### src/rtl/tsp_pkg.sv
// tsp_pkg: shared types, constants and the fixed note tables of the tone sequence player
// used by tsp_ctrl, tsp_scale and the top level; no dependencies
package tsp_pkg;

    localparam int THEMES    = 3;
    localparam int SOUNDS    = 5;
    localparam int MAX_NOTES = 7;

    localparam int THEME_W = 2;
    localparam int SOUND_W = 3;
    localparam int INDEX_W = 3;
    localparam int HZ_W    = 11;
    localparam int MS_W    = 9;
    localparam int AMP_W   = 8;
    localparam int VOL_W   = 7;
    localparam int PROD_W  = AMP_W + VOL_W;

    localparam logic [VOL_W-1:0] VOL_MAX = 7'd100;

    // floor(p / 100) == (p * 5243) >> 19 for every p below 2^15
    localparam int RECIP_W   = 13;
    localparam int RECIP_SH  = 19;
    localparam logic [RECIP_W-1:0] AMP_RECIP = 13'd5243;

    typedef enum logic [1:0] {
        OP_STOP = 2'd0,
        OP_PLAY = 2'd1,
        OP_TICK = 2'd2
    } t_opcode;

    typedef struct packed {
        logic [HZ_W-1:0]  hz;
        logic [MS_W-1:0]  ms;
        logic [AMP_W-1:0] amp;
    } t_tone;

    typedef struct packed {
        logic              note_valid;
        logic [HZ_W-1:0]   hz;
        logic [MS_W-1:0]   ms;
        logic [PROD_W-1:0] prod;
        logic              playing;
    } t_stage;

    function automatic logic [INDEX_W-1:0] seq_len(input logic [THEME_W-1:0] th,
                                                   input logic [SOUND_W-1:0] snd);
        logic [INDEX_W-1:0] n;
        unique case ({th, snd})
            {2'd0, 3'd0}: n = 3'd3;
            {2'd0, 3'd1}: n = 3'd6;
            {2'd0, 3'd2}: n = 3'd3;
            {2'd0, 3'd3}: n = 3'd1;
            {2'd0, 3'd4}: n = 3'd1;
            {2'd1, 3'd0}: n = 3'd4;
            {2'd1, 3'd1}: n = 3'd7;
            {2'd1, 3'd2}: n = 3'd3;
            {2'd1, 3'd3}: n = 3'd1;
            {2'd1, 3'd4}: n = 3'd1;
            {2'd2, 3'd0}: n = 3'd2;
            {2'd2, 3'd1}: n = 3'd6;
            {2'd2, 3'd2}: n = 3'd2;
            {2'd2, 3'd3}: n = 3'd1;
            {2'd2, 3'd4}: n = 3'd1;
            default:      n = 3'd0;
        endcase
        return n;
    endfunction

    function automatic t_tone seq_tone(input logic [THEME_W-1:0] th,
                                       input logic [SOUND_W-1:0] snd,
                                       input logic [INDEX_W-1:0] idx);
        t_tone t;
        unique case ({th, snd, idx})
            {2'd0, 3'd0, 3'd0}: t = '{11'd660,  9'd90,  8'd150};
            {2'd0, 3'd0, 3'd1}: t = '{11'd990,  9'd90,  8'd150};
            {2'd0, 3'd0, 3'd2}: t = '{11'd1320, 9'd140, 8'd140};
            {2'd0, 3'd1, 3'd0}: t = '{11'd1320, 9'd120, 8'd200};
            {2'd0, 3'd1, 3'd1}: t = '{11'd990,  9'd120, 8'd200};
            {2'd0, 3'd1, 3'd2}: t = '{11'd1320, 9'd120, 8'd200};
            {2'd0, 3'd1, 3'd3}: t = '{11'd990,  9'd120, 8'd200};
            {2'd0, 3'd1, 3'd4}: t = '{11'd1320, 9'd200, 8'd190};
            {2'd0, 3'd1, 3'd5}: t = '{11'd1320, 9'd120, 8'd110};
            {2'd0, 3'd2, 3'd0}: t = '{11'd990,  9'd120, 8'd140};
            {2'd0, 3'd2, 3'd1}: t = '{11'd660,  9'd180, 8'd120};
            {2'd0, 3'd2, 3'd2}: t = '{11'd660,  9'd120, 8'd70};
            {2'd0, 3'd3, 3'd0}: t = '{11'd1760, 9'd40,  8'd40};
            {2'd0, 3'd4, 3'd0}: t = '{11'd1320, 9'd40,  8'd55};
            {2'd1, 3'd0, 3'd0}: t = '{11'd523,  9'd70,  8'd170};
            {2'd1, 3'd0, 3'd1}: t = '{11'd659,  9'd70,  8'd170};
            {2'd1, 3'd0, 3'd2}: t = '{11'd784,  9'd70,  8'd170};
            {2'd1, 3'd0, 3'd3}: t = '{11'd1047, 9'd140, 8'd190};
            {2'd1, 3'd1, 3'd0}: t = '{11'd1047, 9'd100, 8'd200};
            {2'd1, 3'd1, 3'd1}: t = '{11'd784,  9'd100, 8'd200};
            {2'd1, 3'd1, 3'd2}: t = '{11'd1047, 9'd100, 8'd200};
            {2'd1, 3'd1, 3'd3}: t = '{11'd1319, 9'd200, 8'd215};
            {2'd1, 3'd1, 3'd4}: t = '{11'd0,    9'd60,  8'd0};
            {2'd1, 3'd1, 3'd5}: t = '{11'd1319, 9'd100, 8'd200};
            {2'd1, 3'd1, 3'd6}: t = '{11'd1568, 9'd220, 8'd215};
            {2'd1, 3'd2, 3'd0}: t = '{11'd784,  9'd80,  8'd150};
            {2'd1, 3'd2, 3'd1}: t = '{11'd1047, 9'd80,  8'd150};
            {2'd1, 3'd2, 3'd2}: t = '{11'd784,  9'd160, 8'd120};
            {2'd1, 3'd3, 3'd0}: t = '{11'd1047, 9'd40,  8'd45};
            {2'd1, 3'd4, 3'd0}: t = '{11'd880,  9'd40,  8'd60};
            {2'd2, 3'd0, 3'd0}: t = '{11'd880,  9'd120, 8'd130};
            {2'd2, 3'd0, 3'd1}: t = '{11'd660,  9'd200, 8'd110};
            {2'd2, 3'd1, 3'd0}: t = '{11'd880,  9'd180, 8'd180};
            {2'd2, 3'd1, 3'd1}: t = '{11'd0,    9'd80,  8'd0};
            {2'd2, 3'd1, 3'd2}: t = '{11'd880,  9'd180, 8'd180};
            {2'd2, 3'd1, 3'd3}: t = '{11'd0,    9'd80,  8'd0};
            {2'd2, 3'd1, 3'd4}: t = '{11'd660,  9'd320, 8'd170};
            {2'd2, 3'd1, 3'd5}: t = '{11'd660,  9'd160, 8'd90};
            {2'd2, 3'd2, 3'd0}: t = '{11'd660,  9'd160, 8'd110};
            {2'd2, 3'd2, 3'd1}: t = '{11'd880,  9'd240, 8'd100};
            {2'd2, 3'd3, 3'd0}: t = '{11'd880,  9'd40,  8'd30};
            {2'd2, 3'd4, 3'd0}: t = '{11'd660,  9'd40,  8'd45};
            default:            t = '{11'd0,    9'd0,   8'd0};
        endcase
        return t;
    endfunction

endpackage

### src/rtl/tsp_ctrl.sv
// tsp_ctrl: player state, opcode decode, note table read and amplitude product
// depends on tsp_pkg
module tsp_ctrl (
    input  logic                    i_clk,
    input  logic                    i_rst_n,
    input  logic                    i_load,
    input  logic                    i_in_valid,
    input  logic [1:0]              i_opcode,
    input  logic [7:0]              i_theme,
    input  logic [2:0]              i_sound_id,
    input  logic [7:0]              i_volume,
    input  logic [31:0]             i_now_ms,
    output logic                    o_valid,
    output tsp_pkg::t_stage         o_stage
);

    logic                               r_active, n_active;
    logic [tsp_pkg::THEME_W-1:0]        r_theme, n_theme;
    logic [tsp_pkg::SOUND_W-1:0]        r_sound, n_sound;
    logic [tsp_pkg::INDEX_W-1:0]        r_count, n_count;
    logic [tsp_pkg::INDEX_W-1:0]        r_index, n_index;
    logic [31:0]                        r_due, n_due;
    logic [tsp_pkg::VOL_W-1:0]          r_vol, n_vol;
    logic                               r_valid;
    tsp_pkg::t_stage                    r_stage, n_stage;

    logic                               accept;
    logic [31:0]                        diff;
    tsp_pkg::t_tone                     tone;
    logic [tsp_pkg::THEME_W-1:0]        play_theme;
    logic [tsp_pkg::VOL_W-1:0]          play_vol;
    logic [tsp_pkg::INDEX_W-1:0]        play_len;

    assign accept = i_load && i_in_valid;
    assign diff   = i_now_ms - r_due;
    assign tone   = tsp_pkg::seq_tone(r_theme, r_sound, r_index);

    assign play_theme = (i_theme < 8'(tsp_pkg::THEMES)) ? i_theme[tsp_pkg::THEME_W-1:0]
                                                        : '0;
    assign play_vol   = (i_volume > {1'b0, tsp_pkg::VOL_MAX}) ? tsp_pkg::VOL_MAX
                                                              : i_volume[tsp_pkg::VOL_W-1:0];
    assign play_len   = tsp_pkg::seq_len(play_theme, i_sound_id);

    always_comb begin
        n_active = r_active;
        n_theme  = r_theme;
        n_sound  = r_sound;
        n_count  = r_count;
        n_index  = r_index;
        n_due    = r_due;
        n_vol    = r_vol;
        n_stage  = '0;
        unique case (tsp_pkg::t_opcode'(i_opcode))
            tsp_pkg::OP_STOP: begin
                n_active = 1'b0;
                n_theme  = '0;
                n_sound  = '0;
                n_count  = '0;
                n_index  = '0;
                n_due    = '0;
                n_vol    = '0;
            end
            tsp_pkg::OP_PLAY: begin
                n_active = 1'b0;
                n_theme  = '0;
                n_sound  = '0;
                n_count  = '0;
                n_index  = '0;
                n_due    = '0;
                n_vol    = '0;
                if (i_volume != 8'd0 && {1'b0, i_sound_id} < 4'(tsp_pkg::SOUNDS)
                        && play_len != '0) begin
                    n_active = 1'b1;
                    n_theme  = play_theme;
                    n_sound  = i_sound_id;
                    n_count  = play_len;
                    n_due    = i_now_ms;
                    n_vol    = play_vol;
                end
            end
            tsp_pkg::OP_TICK: begin
                if (r_active && !diff[31]) begin
                    if (r_index >= r_count || r_index >= 3'(tsp_pkg::MAX_NOTES)) begin
                        n_active = 1'b0;
                    end else begin
                        n_stage.note_valid = 1'b1;
                        n_stage.hz         = tone.hz;
                        n_stage.ms         = tone.ms;
                        n_stage.prod       = tone.amp * r_vol;
                        n_due              = i_now_ms + 32'(tone.ms);
                        n_index            = r_index + 3'd1;
                    end
                end
            end
            default: begin
            end
        endcase
        n_stage.playing = n_active;
    end

    always_ff @(posedge i_clk) begin
        if (!i_rst_n) begin
            r_active <= 1'b0;
            r_theme  <= '0;
            r_sound  <= '0;
            r_count  <= '0;
            r_index  <= '0;
            r_due    <= '0;
            r_vol    <= '0;
            r_valid  <= 1'b0;
        end else begin
            if (accept) begin
                r_active <= n_active;
                r_theme  <= n_theme;
                r_sound  <= n_sound;
                r_count  <= n_count;
                r_index  <= n_index;
                r_due    <= n_due;
                r_vol    <= n_vol;
            end
            if (i_load) begin
                r_valid <= i_in_valid;
            end
        end
    end

    always_ff @(posedge i_clk) begin
        if (accept) begin
            r_stage <= n_stage;
        end
    end

    assign o_valid = r_valid;
    assign o_stage = r_stage;

endmodule

### src/rtl/tsp_scale.sv
// tsp_scale: divides the amplitude product by 100 and holds the result register
// depends on tsp_pkg
module tsp_scale (
    input  logic                         i_clk,
    input  logic                         i_rst_n,
    input  logic                         i_load,
    input  logic                         i_valid,
    input  tsp_pkg::t_stage              i_stage,
    output logic                         o_valid,
    output logic                         o_note_valid,
    output logic [tsp_pkg::HZ_W-1:0]     o_note_hz,
    output logic [tsp_pkg::MS_W-1:0]     o_note_ms,
    output logic [tsp_pkg::AMP_W-1:0]    o_note_amp,
    output logic                         o_playing
);

    localparam int MUL_W = tsp_pkg::PROD_W + tsp_pkg::RECIP_W;

    logic                          r_valid;
    logic                          r_note_valid;
    logic [tsp_pkg::HZ_W-1:0]      r_hz;
    logic [tsp_pkg::MS_W-1:0]      r_ms;
    logic [tsp_pkg::AMP_W-1:0]     r_amp, n_amp;
    logic                          r_playing;
    logic [MUL_W-1:0]              scaled;

    // reciprocal multiply stands in for the divide by 100
    assign scaled = MUL_W'(i_stage.prod) * MUL_W'(tsp_pkg::AMP_RECIP);
    assign n_amp  = scaled[tsp_pkg::RECIP_SH +: tsp_pkg::AMP_W];

    always_ff @(posedge i_clk) begin
        if (!i_rst_n) begin
            r_valid <= 1'b0;
        end else if (i_load) begin
            r_valid <= i_valid;
        end
    end

    always_ff @(posedge i_clk) begin
        if (i_load && i_valid) begin
            r_note_valid <= i_stage.note_valid;
            r_hz         <= i_stage.hz;
            r_ms         <= i_stage.ms;
            r_amp        <= n_amp;
            r_playing    <= i_stage.playing;
        end
    end

    assign o_valid      = r_valid;
    assign o_note_valid = r_note_valid;
    assign o_note_hz    = r_hz;
    assign o_note_ms    = r_ms;
    assign o_note_amp   = r_amp;
    assign o_playing    = r_playing;

endmodule

### src/rtl/tone_sequence_player.sv
// tone_sequence_player: top level, joins the control stage and the scaling stage
// depends on tsp_pkg, tsp_ctrl, tsp_scale
//
// Takes one item per clock (stop, play or tick) while o_in_ready is high and returns exactly one result per item.
// The result reaches the output through two registers after the input item is accepted:
// the first holds the updated player state, the table note and the amplitude times volume
// product; the second holds the product divided by 100.
// The two stages form an elastic pipeline, so items keep flowing while a result waits and
// o_in_ready drops only when both stages hold items the output side has not taken.
module tone_sequence_player (
    input  logic                       i_clk,
    input  logic                       i_rst_n,
    input  logic                       i_in_valid,
    output logic                       o_in_ready,
    input  logic [1:0]                 i_opcode,
    input  logic [7:0]                 i_theme,
    input  logic [2:0]                 i_sound_id,
    input  logic [7:0]                 i_volume,
    input  logic [31:0]                i_now_ms,
    output logic                       o_out_valid,
    input  logic                       i_out_ready,
    output logic                       o_note_valid,
    output logic [10:0]                o_note_hz,
    output logic [8:0]                 o_note_ms,
    output logic [7:0]                 o_note_amp,
    output logic                       o_playing
);

    logic            a_valid;
    logic            a_load;
    logic            b_load;
    tsp_pkg::t_stage a_stage;

    assign b_load     = !o_out_valid || i_out_ready;
    assign a_load     = !a_valid || b_load;
    assign o_in_ready = a_load;

    tsp_ctrl u_ctrl (
        .i_clk      (i_clk),
        .i_rst_n    (i_rst_n),
        .i_load     (a_load),
        .i_in_valid (i_in_valid),
        .i_opcode   (i_opcode),
        .i_theme    (i_theme),
        .i_sound_id (i_sound_id),
        .i_volume   (i_volume),
        .i_now_ms   (i_now_ms),
        .o_valid    (a_valid),
        .o_stage    (a_stage)
    );

    tsp_scale u_scale (
        .i_clk        (i_clk),
        .i_rst_n      (i_rst_n),
        .i_load       (b_load),
        .i_valid      (a_valid),
        .i_stage      (a_stage),
        .o_valid      (o_out_valid),
        .o_note_valid (o_note_valid),
        .o_note_hz    (o_note_hz),
        .o_note_ms    (o_note_ms),
        .o_note_amp   (o_note_amp),
        .o_playing    (o_playing)
    );

endmodule

### config.mk
export PLATFORM = sky130hd
export DESIGN_NAME = tone_sequence_player
export DESIGN_NICKNAME = d
export VERILOG_FILES = /design/src/rtl/tsp_pkg.sv /design/src/rtl/tsp_ctrl.sv /design/src/rtl/tsp_scale.sv /design/src/rtl/tone_sequence_player.sv
export SDC_FILE = /design/constraint.sdc
export NUM_CORES = 1
export LEC_CHECK = 0
export ABC_AREA = 1
export BUFFER_PORTS_ARGS = -buffer_cell sky130_fd_sc_hd__buf_2
export CELL_PAD_IN_SITES_DETAIL_PLACEMENT = 2
export CELL_PAD_IN_SITES_GLOBAL_PLACEMENT = 2
export CORE_AREA = 5 5 190 192
export CTS_BUF_LIST = sky130_fd_sc_hd__clkbuf_4 sky130_fd_sc_hd__clkbuf_8
export DETAILED_ROUTE_END_ITERATION = 7
export DIE_AREA = 0 0 195 197
export HOLD_SLACK_MARGIN = 0.1
export PLACE_DENSITY_LB_ADDON = 0.1
export SLEW_MARGIN = 0
export SYNTH_ARGS = -nofsm -noshare
export SYNTH_HDL_FRONTEND = slang
export SYNTH_SLANG_ARGS = --single-unit
### constraint.sdc
create_clock -name i_clk -period 8.75 [get_ports i_clk]
set_input_delay 1.75 -clock i_clk [delete_from_list [all_inputs] [get_ports i_clk]]
set_output_delay 1.75 -clock i_clk [all_outputs]
set_load 0.005 [all_outputs]
# Yosys cells after proc, flatten, opt, wreduce, memory -nomap -nowiden
# Memory sizes are Yosys's and may differ from the RTL's.
# Cells that the tools add are included.
[word_totals]
register_bits = 120
mem_bits_ro = 96
inputBits = 57
output_inout_bits = 32
word_cells = 129
mem_count = 1
[mem_list]
columns = ["name", "depth", "width", "rd", "rd_ports_with_merged_regs", "wr", "line_no", "text"]
rows = [
  ["(no name shown)", 32, 3, 1, 0, 0, "tsp_pkg.sv:48", "unique case ({th, snd})"],
]
[classes]
n_addsub = 3
n_mul = 2
order_cmp = 5
eq_ne = 45
mux = 23
n_bitwise = 2
n_reduce_logical = 29
[op_table]
columns = ["op", "n"]
rows = [
  ["one-hot mux 28 bit (37 select lines)", 1],
  ["== test 8 x 7 -> 1 bit (second input constant)", 16],
  ["== test 8 bit (second input constant)", 12],
  ["2-to-1 mux 32 bit", 3],
  ["one-hot mux 32 bit (3 select lines)", 1],
  ["== test 8 x 4 -> 1 bit (second input constant)", 6],
  ["2-to-1 mux 36 bit", 1],
  ["adder 32 x 9 -> 32 bit", 1],
  ["== test 8 x 5 -> 1 bit (second input constant)", 4],
  ["subtractor 32 bit", 1],
  ["multiplier 15 x 13 -> 27 bit (second input constant)", 1],
  ["one-hot mux 3 bit (2 select lines)", 3],
  ["multiplier 8 x 7 -> 15 bit", 1],
  ["2-to-1 mux 7 bit", 2],
  ["one-hot mux 7 bit (2 select lines)", 1],
  ["2-to-1 mux 3 bit", 4],
  ["OR reduction 2 bit", 6],
  ["== test 8 x 1 -> 1 bit (second input constant)", 1],
  ["== test 8 x 2 -> 1 bit (second input constant)", 1],
  ["== test 8 x 6 -> 1 bit (second input constant)", 1],
  ["greater-than comparator 8 x 7 -> 1 bit (second input constant)", 1],
  ["zero test 8 bit", 1],
  ["less-than comparator 8 x 2 -> 1 bit (second input constant)", 1],
  ["AND reduction 4 bit", 2],
  ["22 further kinds", 37],
]

# Longest topological paths before layout
# Gate-level depths: netlist of run 1.
[logic_depth]
ltp_word = 7
mapped_depth = 29

# By module
# From an unflattened synthesis of run 1, not the netlist that was laid out.
[unflattened]
cells_unflattened = 1956
area_unflattened_um2 = 14194.9
[by_module_without_submodules]
columns = ["module", "instances", "cells_per_inst", "area_each_um2", "seq_area_each_um2"]
rows = [
  ["tsp_ctrl", 1, 1379, 9138.8, 2122.0],
  ["tsp_scale", 1, 574, 5038.6, 920.9],
  ["tone_sequence_player", 1, 3, 17.5, 0.0],
]

# Worst setup path after synthesis of run 1
# OpenSTA, ideal clock, no wires.
[synth_timing]
path_kind = "reg-to-reg"
from = "reg u_ctrl.r_index[0] (netlist bit)"
to = "reg u_ctrl.r_stage (netlist bit u_ctrl.o_stage[12]), data pin"
setup_time_ns = 0.257
arrival_time_ns = 5.037
t_required_ns = 8.493
setup_slack_ns = 3.456
path_stages_with_launch = 29
n_path_buf = 0
synth_period_minus_slack_ns = 5.294
path_cell_list = "dfxtp_1 inv_1 ha_1 nand2_4 inv_2 nand2_2 inv_2 nand2_4 nand3_4 nor2_1 nand2_1 nor4b_1 nand2_1 inv_1 nor2_1 fa_1 inv_1 fa_1 inv_1 fa_1 inv_1 fa_1 inv_1 ha_1 a21oi_1 o21ai_0 a31oi_1 xor2_1 nor2_1"
[synth_via]
elab_chain_len = 4
word_cells_on_any_way = 53
classes_between = "mul (1); order compare (2); eq/ne (41); mux (1); reduce/logical (8)"
[synth_rtl]
columns = ["element", "line_no", "text"]
rows = [
  ["start, declared", "tsp_ctrl.sv:21", "logic [tsp_pkg::INDEX_W-1:0] r_index, n_index;"],
  ["start signal, assigned", "tsp_ctrl.sv:117", "r_index <= n_index;"],
  ["== test 8 bit (tied with other cells)", "tsp_pkg.sv:73", "unique case ({th, snd, idx})"],
  ["OR reduction 2 bit (no source line)", "-", ""],
  ["one-hot mux 28 bit (37 select lines)", "tsp_pkg.sv:73", ""],
  ["multiplier 8 x 7 -> 15 bit", "tsp_ctrl.sv:89", "n_stage.prod = tone.amp * r_vol;"],
  ["end signal, assigned", "tsp_ctrl.sv:129", "r_stage <= n_stage;"],
  ["end, declared", "tsp_ctrl.sv:25", "tsp_pkg::t_stage r_stage, n_stage;"],
]
# Several ways; a longest one is shown, not always the timed one.
# A chain may end at the register's enable or synchronous reset.

# Worst setup path after layout of run 1
# Same ends and word-level chain as after synthesis.

==> results of run 1 <==
per-layer routing:
layer | wire (um) | part of all wire, % | GRT usage (%) | up-vias
li1 | - | - | - | 6115
met1 | 21900 | 41 | 31.8 | 6587
met2 | 28100 | 52 | 52.5 | 268
met3 | 1770 | 3.3 | 4.68 | 105
met4 | 1960 | 3.6 | 10.8 | 0
met5 | 0 | 0 | 0 | -
per-stage QoR:
step / instances / power [mW]
final: 2397 / 2.06
after global routing: 2397 / 2.22
after CTS: 2397 / 2.09
after floorplan: 1847 / 1.25
after detailed placement: 2365 / 1.57
after global placement: 2365 / 1.49
layout by cell type (no fill, tap or decap), drive strengths merged, types with 11 or more instances in the layout:
cell and n:
inv 363, nand2 349, nor2 197, ha 187, nand3 163, a21oi 153, fa 98, buf 94
edfxtp 65, dfxtp 53, o21ai 38, nor3 36, nand4 32, clkbuf 18, nor4 14, xor2 11
clkinv 11
synth_stat cells, types with 3 or more instances:
library cell    n  area, sq um
inv_1         351         1320
nand2_1       339         1270
ha_1          187         2340
nor2_1        176          661
nand3_1       160          801
a21oi_1       152          761
fa_1           98         1960
edfxtp_1       65         1950
dfxtp_1        53         1060
o21ai_0        36          180
nor3_1         33          165
nand4_1        31          194
clkbuf_1       18         67.6
nor2_2         18          113
inv_2          12         45.0
nor4_1         12         75.1
xor2_1         11         96.3
or2_2           9         56.3
a21o_1          7         52.6
a31oi_1         7         43.8
buf_2           7         35.0
nand2_2         6         37.5
nand3b_1        6         45.0
xnor2_1         6         52.6
buf_4           4         30.0
nand2_4         4         45.0
nor2_4          3         33.8
o21bai_1        3         22.5
cells by family (layout without fill, tap and decap cells):
kind of cell               after synthesis  after routing  share of synthesized area, %
AOI/OAI and AO/OA                      217            217                          8.40
adders and majority gates              285            285                          31.1
other                                    1              1                        0.0271
DFF                                    118            118                          21.8
xor gates and xnor gates                17             17                          1.08
buffers and inverters                  397            492                          11.0
and+or+nand+nor                        812            812                          26.5
critical path: cells and delay by family (launching register included):
kind	cells	cell delay, ps
and+or+nand+nor	8	1420
DFF	1	340
adders and majority gates	6	2830
buffers and inverters	7	680
AOI/OAI and AO/OA	3	740
xor gates and xnor gates	1	220
sequential cells by signal, summed over array words and instances, names as in the netlist:
| signal | cells |
|---|---|
| u_scale.o_note_ms | 8 |
| u_ctrl.r_active | 1 |
| u_ctrl.r_index | 3 |
| u_ctrl.r_count | 3 |
| u_ctrl.r_due | 32 |
| u_scale.o_note_valid | 1 |
| u_ctrl.r_vol | 7 |
| u_scale.o_note_hz | 11 |
| u_scale.o_note_amp | 8 |
| u_ctrl.r_sound | 3 |
| u_ctrl.o_stage | 36 |
| u_scale.o_valid | 1 |
| u_ctrl.r_theme | 2 |
| u_ctrl.o_valid | 1 |
| u_scale.o_playing | 1 |
final timing paths:
check | start | end | slack, ps
worst min-delay path | u_ctrl.o_stage[31] | u_scale.o_note_hz[6] | 430
worst max register to register | u_ctrl.r_index[0] | u_ctrl.o_stage[12] | 2220
worst min register to register | u_ctrl.o_stage[31] | u_scale.o_note_hz[6] | 430
worst max-delay path | u_ctrl.r_index[0] | u_ctrl.o_stage[12] | 2220
report_power, final:
| group | total (mW) | switching, mW | internal (mW) |
|---|---|---|---|
| Combinational | 0.920 | 0.590 | 0.331 |
| Clock | 0.506 | 0.284 | 0.223 |
| Sequential | 0.635 | 0.0179 | 0.617 |
area by class of cell:
type                       count  area [sq um]  area share (%)
clock inverter                14           113           0.746
inverter                     366          1380            9.11
timing repair buffer          94           488            3.23
multi-input combinational   1332          9300            61.6
clock buffer                  18           241            1.60
sequential                   118          3010            20.0
tap                          455           569            3.77
==> results.yml, run 1 <==
timing:
  setup_violations: 0
  setup_slack_ps: 2220
  rsz0062_at_grt: "no"
  worst_pin_slew_ps: 1140
  fin_crit_ps: 6530
  fin_hold_ws_ps: 431
  max_clock_freq_ghz: 0.153
  finalHoldViolCount: 0
  min_period_over_period_pct: 74.6
  fin_tns_setup_ps: 0
  max-slew-margin-rel_pct: 23.8
  finalMaxSlewViolations: 0
  skew_ps: 21.0
worst_setup_path:
  cp_slowest_stage_delay_ps: 570
  endpoint_kind: "flop"
  arrival_ps: 6750
  cp-start-kind: "flop"
  cp_max_fo: 6
  worst_path_max_delay_cell: "fa_1"
  critPathRequiredTime_ps: 8970
  crit_type: "flop to flop"
  ff2ff_path_depth: 25
  cpMostUsedCell: "inv_1"
clock_network:
  cts_num_sinks: 118
  clockRootBuffer: "clkbuf_8"
  h-tree-depth: 4
  post_cts_buffers: 0
  clkTransAtPathRegs_ps: 80
  clk_latency_ps: 520
  hold_buffers: 0
  cts_buffers: 17
  cts_max_path_buffers: 2
  cts_resized: 0
  cts_tree: "yes"
synthesis:
  synthFlopType: "edfxtp_1"
  syn_avg_cell_area_sq_um: 7.48
  syn-cell-area_sq_um: 13800
  synth-seq-cells: 118
  synthCells: 1847
  yosys_warnings: 0
  synth_edf_count: 65
  synthesis.nets: 2189
  synth.distinct_cells: 51
  synth.yosys.seq_area_share_pct: 21.8
  async_flop_share_pct: 0
routing:
  drtAntennaViolNets: 0
  via_per_inst: 5.45
  finalWirelength_um: 53700
  drc: 0
  num_vias: 13100
  wl_per_cell_um: 22.4
  drt_iter0_drc: 566
  first_pass_iters: 7
placement:
  portBuffers: 87
  place_congestion: 0.958
  placed_cell_area_sq_um: 14700
  dp_hpwl_um: 42900
  pre_cts_ws_ps: 2510
layout:
  num-nets-final: 2271
  num_antenna_cells: 0
  utilization_pct: 44.2
  final_area_sq_um: 15100
  areaGrowthSynthToFinish_pct: 9.25
  drive_gt1_share_pct: 9.89
  fillers: 4083
global_route:
  grt_pass1_wl_um: 83700
  grt_max_degree: 39
  grt_overflow_total: 0
  antenna_found_initial: 0
  gr-usage-all-layers_pct: 28.0
  grt_pass1_vias: 14900
hold_path:
  hold_class: "flop to flop"
  hold_depth: 0
die:
  rows: 68
  fp.dieArea_sq_um: 38400
  initial_core_util_pct: 40.4
  core_area_sq_um: 34200
  io_pins: 89
  die_x_um: 195
  die_height_um: 197
power:
  vdd_drop_max_uv: 104
  power_density_nw_per_um2: 137
  leakagePower_nw: 7.32
run:
  cap_violations: 0
run_status:
  run_status: "finished, final reports clean"
No activity file was read; power rests on OpenSTA's default activity.
==> inputs of run 2 (changes only) <==
CORE_AREA = 5 5 197 199   (was 5 5 190 192)
DIE_AREA = 0 0 202 204   (was 0 0 195 197)
clock period = 6.35 ns   (was 8.75 ns; I/O delays follow)
==> run 2 against run 1 <==
Via count fell by 2.3%. Power rose by 38%. First-iteration DRC count rose by 7.8%. Setup slack got worse by 1800 ps. Non-clock buffer count rose by 9. Sequential power rose by 38%. Critical path depth fell by 2. Register-to-register slack got worse by 1800 ps. Core utilization fell by 3.0 points. Wire length fell by 4.8%. Critical path type unchanged. Critical endpoint unchanged. Largest cell class unchanged. Largest power group unchanged.
==> results.yml, run 2 (same netlist as run 1, synthesis figures left out) <==
run_status:
  run_status: "finished, final reports clean"
worst_setup_path:
  cp-start-kind: "flop"
  arrival_ps: 6120
  crit_type: "flop to flop"
  r2r_slack_ps: 450
  endpoint_kind: "flop"
  critPathRequiredTime_ps: 6570
  cp_max_fo: 7
global_route:
  antenna_found_initial: 0
  gr-usage-all-layers_pct: 25.2
  grt_overflow_total: 0
  grt_pass1_wl_um: 81300
  grt_pass1_vias: 14400
  grt_max_degree: 50
timing:
  max_clock_freq_ghz: 0.169
  max-slew-margin-rel_pct: 45.2
  fin_tns_setup_ps: 0
  finalHoldViolCount: 0
  rsz0062_at_grt: "no"
  worst_pin_slew_ps: 819
  finalMaxSlewViolations: 0
  min_period_over_period_pct: 92.9
  fin_crit_ps: 5900
  skew_ps: 29.0
  setup_violations: 0
die:
  die_x_um: 202
  fp.dieArea_sq_um: 41200
  rows: 71
  die_height_um: 204
  io_pins: 89
  core_area_sq_um: 37000
  initial_core_util_pct: 37.3
layout:
  num-nets-final: 2280
  finalNonFillerCells: 2425
  final_common_cell: "inv_1"
  num_antenna_cells: 0
  areaGrowthSynthToFinish_pct: 10.2
  largest_register_ffs: 36
  drive_gt1_share_pct: 10.7
  utilization_pct: 41.1
  final_cell_mix: "inv_1 (350), nand2_1 (339), ha_1 (187), nor2_1 (172), nand3_1 (160)"
routing:
  num_vias: 12800
  drc: 0
  via_per_inst: 5.27
  finalWirelength_um: 51100
  drt_iter0_drc: 610
  wl_per_cell_um: 21.1
  first_pass_iters: 5
  drtAntennaViolNets: 0
clock_network:
  h-tree-depth: 4
  cts_num_sinks: 118
  clkTransAtPathRegs_ps: 90
  clockRootBuffer: "clkbuf_8"
  cts_buffers: 17
  cts_tree: "yes"
  clk_latency_ps: 500
  cts_max_path_buffers: 2
power:
  vdd_drop_max_uv: 123
  leakagePower_nw: 7.40
  power_density_nw_per_um2: 187
  power.total_mw: 2.85
placement:
  place_inst: 2390
  dp_hpwl_um: 42600
  portBuffers: 87
  place_congestion: 0.928
run:
  cap_violations: 0
hold_path:
  hold_class: "flop to flop"
run 2: cell types whose count changed in the layout (fill, tap and decap cells not counted), sizes merged:
cell      change
buf           +9
inv           +6
clkinvlp      -4
clkinv        -2
run 2: metal layers:
layer	track usage (%)	share of wire, %
met4	4.81	1.3
met5	0	0
met3	2.86	2.9
met2	43.8	48
met1	34.3	48
run 2: metrics by stage:
step / hold WS (ps) / instance area [sq um] / worst slack [ps]
floorplan: 400 / 13800 / 1060
global placement: 402 / 14800 / 495
detailed placement: 407 / 14800 / 273
CTS: 417 / 15200 / 245
global route: 428 / 15200 / 17.6
finish: 420 / 15200 / 448
run 2: layout make-up:
| cell class | count | area, sq um |
|---|---|---|
| fill | 4452 | 21800 |
| multi-input combinational | 1332 | 9320 |
| sequential | 118 | 3010 |
| inverter | 366 | 1380 |
| tap | 474 | 593 |
| timing repair buffer | 103 | 556 |
| clock buffer | 18 | 241 |
| clock inverter | 14 | 140 |
run 2: worst paths after layout:
check / start / depth (start not counted) / to
max: u_ctrl.r_index[0] / 23 / u_ctrl.o_stage[12]
min: u_ctrl.o_stage[29] / 0 / u_scale.o_note_hz[4]
max reg2reg: u_ctrl.r_index[0] / 23 / u_ctrl.o_stage[12]
min reg2reg: u_ctrl.o_stage[29] / 0 / u_scale.o_note_hz[4]
run 2: timing repair:
action	CTS	global route
setup buffers	0	3
resized for setup	0	6
endpoints found under the setup margin	0	6
hold buffers	0	0
run 2: worst max-delay path: stages (launching register included):
cell and delay (ps):
dfxtp_1 340, inv_1 160, ha_1 280, nand2_4 110, nor2_1 460, inv_1 140
nand2_1 110, nor2_1 90, and3_1 280, inv_1 120, nand2_1 80, fa_1 490
fa_1 550, inv_1 60, fa_1 530, inv_1 60, fa_1 540, inv_1 50
ha_1 390, a21oi_2 210, o21ai_0 150, a31oi_1 210, xor2_1 170, nor2_1 70
run 2: power breakdown:
part	total [mW]	internal (mW)	switching, mW	leakage, nW
logic	1.26	0.451	0.805	6.13
clock network	0.718	0.323	0.394	0.196
registers	0.877	0.851	0.0266	1.07
total	2.85	1.63	1.23	7.40
==> inputs of run 3 (changes only) <==
clock period = 5.65 ns   (was 6.35 ns; I/O delays follow)
==> run 3 against run 2 <==
Cell count grew 1.8%. Fmax rose by 7.6%. Global-route usage rose by 0.30 points. Register-to-register slack got worse by 280 ps. Clock power increased by 22%. Power is 16% higher. Critical endpoint is now u_ctrl.o_stage[13].
==> results.yml, run 3 (same netlist as run 1, synthesis figures left out) <==
timing:
  finalMaxSlewViolations: 0
  fin_crit_ps: 5490
  skew_ps: 21.0
  worst_pin_slew_ps: 818
  finalHoldViolCount: 0
  setup_slack_ps: 164
  max_clock_freq_ghz: 0.182
  max-slew-margin-rel_pct: 44.9
  min_period_over_period_pct: 97.1
  setup_violations: 0
worst_setup_path:
  crit_type: "flop to flop"
  cpMostUsedCell: "inv_1"
  endpoint_kind: "flop"
  cp_max_fo: 6
  critPathRequiredTime_ps: 5880
  cp_top_family: "adder cells"
  cp-start-kind: "flop"
  cp_slowest_stage_delay_ps: 530
  arrival_ps: 5720
  crit_buf_inv: 6
  worst_path_max_delay_cell: "fa_1"
die:
  initial_core_util_pct: 37.3
  core_area_sq_um: 37000
  rows: 71
  die_height_um: 204
  die_x_um: 202
  io_pins: 89
  fp.dieArea_sq_um: 41200
routing:
  wl_per_cell_um: 21.5
  num_vias: 13100
  drtAntennaViolNets: 0
  first_pass_iters: 4
  via_per_inst: 5.32
  finalWirelength_um: 53000
  drt_iter0_drc: 468
  drc: 0
global_route:
  grt_pass1_vias: 14700
  gr-usage-all-layers_pct: 25.5
  grt_max_degree: 37
  antenna_found_initial: 0
  grt_pass1_wl_um: 82500
  grt_overflow_total: 0
placement:
  placed_cell_area_sq_um: 15000
  place_congestion: 0.947
  portBuffers: 87
  pre_cts_ws_ps: -307
  dp_hpwl_um: 43600
clock_network:
  cts_max_path_buffers: 2
  h-tree-depth: 4
  clkTransAtPathRegs_ps: 90
  cts_tree: "yes"
  clk_latency_ps: 500
  hold_buffers: 0
  cts_num_sinks: 118
  cts_buffers: 17
  clockRootBuffer: "clkbuf_8"
hold_path:
  hold_class: "flop to flop"
layout:
  num-nets-final: 2323
  drive_gt1_share_pct: 15.8
  final_common_cell: "inv_1"
  areaGrowthSynthToFinish_pct: 14.8
  final_cell_mix: "inv_1 (342), nand2_1 (330), ha_1 (179), nand3_1 (160), nor2_1 (150)"
  final_area_sq_um: 15900
  largest_register_ffs: 36
  num_antenna_cells: 0
power:
  leakagePower_nw: 7.66
  vdd_drop_max_uv: 151
  power_density_nw_per_um2: 208
run_status:
  run_status: "finished, final reports clean"
run:
  cap_violations: 0
==> run 3: cell type report <==
| cell class | count | area [sq um] |
|---|---|---|
| fillers | 4380 | 21200 |
| well taps | 474 | 593 |
| inverters | 366 | 1380 |
| clock buffers | 17 | 234 |
| repair buffers | 146 | 878 |
| clock inverters | 15 | 181 |
| flip-flops and latches | 118 | 3030 |
| multi-input cells | 1332 | 9580 |
==> run 3: where the power goes <==
| group | internal, mW | leakage (nW) | switching, mW |
|---|---|---|---|
| clock network | 0.412 | 0.212 | 0.467 |
| logic | 0.517 | 6.37 | 0.928 |
| registers | 0.955 | 1.08 | 0.0300 |
| total | 1.88 | 7.66 | 1.42 |
==> run 3: what timing repair did <==
item                                    in CTS  in global routing
setup buffers                                3                 13
pin swaps                                    3                 15
resized for setup                           24                 66
endpoints found under the setup margin       8                  8
==> run 3: path summary, 6_finish.rpt <==
| check | from | to | slack (ps) | depth (start not counted) |
|---|---|---|---|---|
| worst max-delay path | u_ctrl.r_index[1] | u_ctrl.o_stage[13] | 160 | 25 |
| worst min-delay path | u_ctrl.o_stage[0] | u_scale.o_playing | 430 | 0 |
| worst max register to register | u_ctrl.r_index[1] | u_ctrl.o_stage[13] | 160 | 25 |
| worst min register to register | u_ctrl.o_stage[0] | u_scale.o_playing | 430 | 0 |
==> run 3: through the flow <==
step                      total power, mW  setup TNS [ps]  hold WS (ps)  util [%]  std cells
after floorplan                      1.94               0           400         -       1847
after CTS                            3.35               0           427      42.0       2455
final                                3.31               0           427      42.8       2468
after global placement               2.33            -211           401      40.6       2420
after detailed placement             2.45           -1350           413      40.6       2420
after global routing                 3.56            -180           432      42.8       2468
==> run 3: metal layers <==
metal | vias up | track usage (%) | routed length [um]
met5 | - | 0 | 0
met4 | 0 | 6.32 | 1100
met3 | 59 | 3.67 | 1410
met2 | 169 | 45.5 | 26400
met1 | 6668 | 32.7 | 24100
li1 | 6234 | - | -
